**src/design/cht_pkg.sv**
```systemverilog
`timescale 1ns / 1ps
package cht_pkg;

  typedef enum logic [1:0] {
    MODE_INSERT = 2'd0,
    MODE_DELETE = 2'd1,
    MODE_FIND   = 2'd2,
    MODE_NONE   = 2'd3
  } mode_e;

  typedef enum logic [1:0] {
    ST_OK        = 2'd0,
    ST_NOT_FOUND = 2'd1,
    ST_DUPLICATE = 2'd2,
    ST_FULL      = 2'd3
  } status_e;

  localparam int unsigned HashOne = 269;
  localparam int unsigned HashTwo = 271;
  localparam int unsigned KickReset = 1024;

  typedef enum logic [7:0] {
    S_IDLE  = 8'b00000001,
    S_LOOK  = 8'b00000010,
    S_CHECK = 8'b00000100,
    S_RD1   = 8'b00001000,
    S_WR1   = 8'b00010000,
    S_RD2   = 8'b00100000,
    S_WR2   = 8'b01000000,
    S_CLEAR = 8'b10000000
  } state_e;

endpackage

```
**src/design/cht_hash.sv**
```systemverilog
`timescale 1ns / 1ps
module cht_hash
  import cht_pkg::*;
#(
  parameter int unsigned IndexBits = 10,
  parameter int unsigned KeyBits   = 32
) (
  input  logic [KeyBits-1:0]   key_i,
  output logic [IndexBits-1:0] slot_one_o,
  output logic [IndexBits-1:0] slot_two_o
);

  localparam int unsigned W = (KeyBits < IndexBits) ? KeyBits : IndexBits;

  logic [IndexBits-1:0] key_low;
  logic [IndexBits-1:0] m1;
  logic [IndexBits-1:0] m2;

  assign m1 = IndexBits'(HashOne);
  assign m2 = IndexBits'(HashTwo);

  always_comb begin
    key_low = '0;
    key_low[W-1:0] = key_i[W-1:0];
  end

  assign slot_one_o = IndexBits'(key_low * m1);
  assign slot_two_o = IndexBits'(key_low * m2);

endmodule

```
**config.mk**
```make
export PLATFORM = sky130hd
export DESIGN_NAME = cht_hash
export DESIGN_NICKNAME = d
export VERILOG_FILES = /design/src/design/cht_pkg.sv /design/src/design/cht_hash.sv
export SDC_FILE = /design/constraint.sdc
export NUM_CORES = 1
export LEC_CHECK = 0
export BUFFER_PORTS_ARGS = -buffer_cell sky130_fd_sc_hd__clkbuf_2
export CORE_MARGIN = 5
export CORE_UTILIZATION = 48
export DETAILED_ROUTE_END_ITERATION = 16
export PLACE_DENSITY = 0.78
export RECOVER_POWER = 50
export SYNTH_ARGS = -nofsm -noshare
export SYNTH_HDL_FRONTEND = slang
export SYNTH_SLANG_ARGS = --single-unit
```
**constraint.sdc**
```tcl
create_clock -name vclk -period 4.2
set_input_delay 0.84 -clock vclk [all_inputs]
set_output_delay 0.84 -clock vclk [all_outputs]
set_load 0.005 [all_outputs]
```
==> results.toml <==
[sta]
setup_viol_count_final = 8
grt_setup_unrepaired = "true"
report.final.hold_viol_count = 0
maxSlewHeadroom_pct = 75.6
final.min_clock_period_ns = 4.69
post-route-period-util_pct = 112
worst-slew-pin-transition_ns = 0.366
maxClockFrequency_mhz = 213
timing_max_transition_violations_final = 0
worst_hold_slack_ns = 2.03
post-route-worst-setup-slack_ns = -0.493

[setup_path]
timing_worst_setup_path_type = "in -> out"
cp_data_required_time_ns = 3.36
timing.critical_path.to_type = "output port"
cp-start-kind = "input port"
cp.arrival_ns = 3.85
critPathMaxFanout = 3

[pwr]
p_comb_share_pct = 100.0
power.clock.fraction_pct = 0
cellInternalPower_mw = 0.430
pwr-share-seq_pct = 0
power.switching_mw = 0.359
peakVddDrop_mv = 0.378
cellPowerDensity_mw_per_mm2 = 375
power.switching_fraction_pct = 45.5
power_leakage_nw = 1.10

[routing]
detailroute.via_count = 1172
vias_per_cell = 4.95
drt_first_pass_iters = 4
drtIter0Drc = 10
drt-met1-wl_um = 1340
met2RoutedLength_um = 2020
detail_route.wl_per_cell_um = 14.7
detail_route.wirelength_um = 3490
maxUsedRoutingLayer = "met4"
routed-wl-met3_um = 114
drc = 0
antenna_violating_nets_post_route = 0

[logic_synthesis]
synth_area_mm2 = 0.00139
seq_area_frac_synth_pct = 0
netlist.top_cell.by_area = "ha_1"
yosysUniqueCellTypes = 11
postSynthNetCount = 244
synth_top_cell_area_share_pct = 39.5
synthesis.yosys.warnings = 0
post_synthesis_area_per_instance_um2 = 9.35
gate_count_of_the_mapped_netlist = 149
yosys-top-cells-area = "ha_1 (39%), fa_1 (27%), inv_1 (14%)"

[min_path]
hold-path-cell-count = 3
path_class_of_the_lowest_slack_min_delay_path = "in -> out"
min_delay_worst_endpoint = "slot_one_o[1]"
hold_path.startpoint = "key_i[1]"

[final_layout]
layout.nets = 303
area_delta_synth_final_pct = 51.2
layout-drive-gt1-share_pct = 49.0
num-clock-buffers = 0
final-instance-count-excl-fill = 237
sequential_cell_area_um2 = 0
diodes = 0
stdcell_area_mm2 = 0.00211
design.seq.count = 0
utilization_pct = 75.8
number_of_filler_instances_in_the_final_layout = 185

[floorplanning]
fp.dieArea_mm2 = 0.00408
die_height_um = 63.9
die_w_um = 63.9
placement_rows = 19
io_pins = 52
initial_utilization_pct = 50.1
coreArea_mm2 = 0.00278

[job]
cap_viol_max_count = 0

[global_route]
grt_first_pass_wirelength_um = 5380
grt-ovfl-total = 0
antenna_found_initial = 0
grt_util_all_layers_pct = 15.7
maximum_number_of_pins_on_one_net_before_global_route_repair = 8
grt_pass1_vias = 1282

[outcome]
result_of_the_run = "finished, violations left"
violated_checks = "setup timing"

[placement]
dp_cells = 229
place.detailed.hpwl_um = 2620
portBuffers = 30
post-place-ws_ns = -0.548
gp_congestion = 0.829
placement.cell_area_mm2 = 0.00180

[clock_network]
cts_hold_buf = 0
[power groups by stage]
stage | Combinational (mW) | Clock (mW) | Sequential [mW]
finish | 0.789 | 0 | 0
global route | 0.889 | 0 | 0
CTS | 0.722 | 0 | 0
detailed placement | 0.674 | 0 | 0
global placement | 0.637 | 0 | 0
floorplan | 0.411 | 0 | 0
[cells by family after synthesis]
group	share of synthesized area (%)
xor gates and xnor gates	13.1
adders and majority gates	66.8
and+or+nand+nor	0.539
buffers and inverters	15.6
AOI/OAI and AO/OA	3.95
[repair_timing]
action,4_1_cts,5_1_grt
hold endpoints to repair,0,0
setup buffers,2,7
endpoints found under the setup margin,8,8
pin swaps,20,33
resized for setup,20,34
[per-stage QoR]
step / setup TNS, ns / power, mW
final: -2.27 / 0.789
after global routing: -3.20 / 0.889
after CTS: -2.08 / 0.722
after detailed placement: -2.75 / 0.674
after global placement: -2.31 / 0.637
after floorplan: -0.197 / 0.411
[worst max-delay path: stages]
cell and delay, ns:
clkbuf_16 0.11, clkinvlp_4 0.13, buf_6 0.14, fa_2 0.52, inv_2 0.04, ha_4 0.21, ha_4 0.27, fa_2 0.45
ha_4 0.18, fa_2 0.39, a21oi_2 0.13, nor2_1 0.06, nor2_1 0.13, xnor2_1 0.13, buf_2 0.13
[metal layers]
| layer | GRT usage [%] | vias up |
|---|---|---|
| met5 | 0 | - |
| met4 | 0.779 | 0 |
| met3 | 1.40 | 2 |
| met2 | 33.0 | 24 |
| met1 | 17.1 | 586 |
| li1 | - | 560 |
[worst max-delay path by stage]
stage	cells after the start	end	slack (ns)	start
after floorplan	14	slot_two_o[9]	-0.14	key_i[4]
after global placement	16	slot_two_o[9]	-0.50	key_i[3]
after detailed placement	16	slot_two_o[9]	-0.55	key_i[3]
after CTS	16	slot_two_o[9]	-0.52	key_i[3]
after global routing	15	slot_two_o[8]	-0.65	key_i[3]
final	15	slot_two_o[8]	-0.49	key_i[3]
[layout make-up]
cell class	instances	area, µm²	area share (%)
inverter	52	203	9.62
timing repair buffer	60	429	20.4
tap	31	38.8	1.84
multi-input combinational	94	1440	68.2
[synthesized netlist by cell type]
library cell / count
a21oi_1: 5
a21o_1: 3
xnor2_2: 1
nor2_1: 2
buf_4: 3
xnor2_1: 17
o21bai_1: 1
inv_1: 52
fa_1: 19
ha_1: 44
xor2_1: 2
[cell usage in the layout (no fill, tap or decap), types with 6 or more instances in the layout]
cell type	netlist	routed
buf_4	3	22
inv_1	52	40
clkbuf_2	0	18
buf_2	0	6
ha_4	0	16
inv_2	0	10
buf_6	0	8
fa_2	0	6
ha_1	44	25
xnor2_1	17	14
fa_1	19	13
Note: power is estimated with default switching activity, not from simulation.
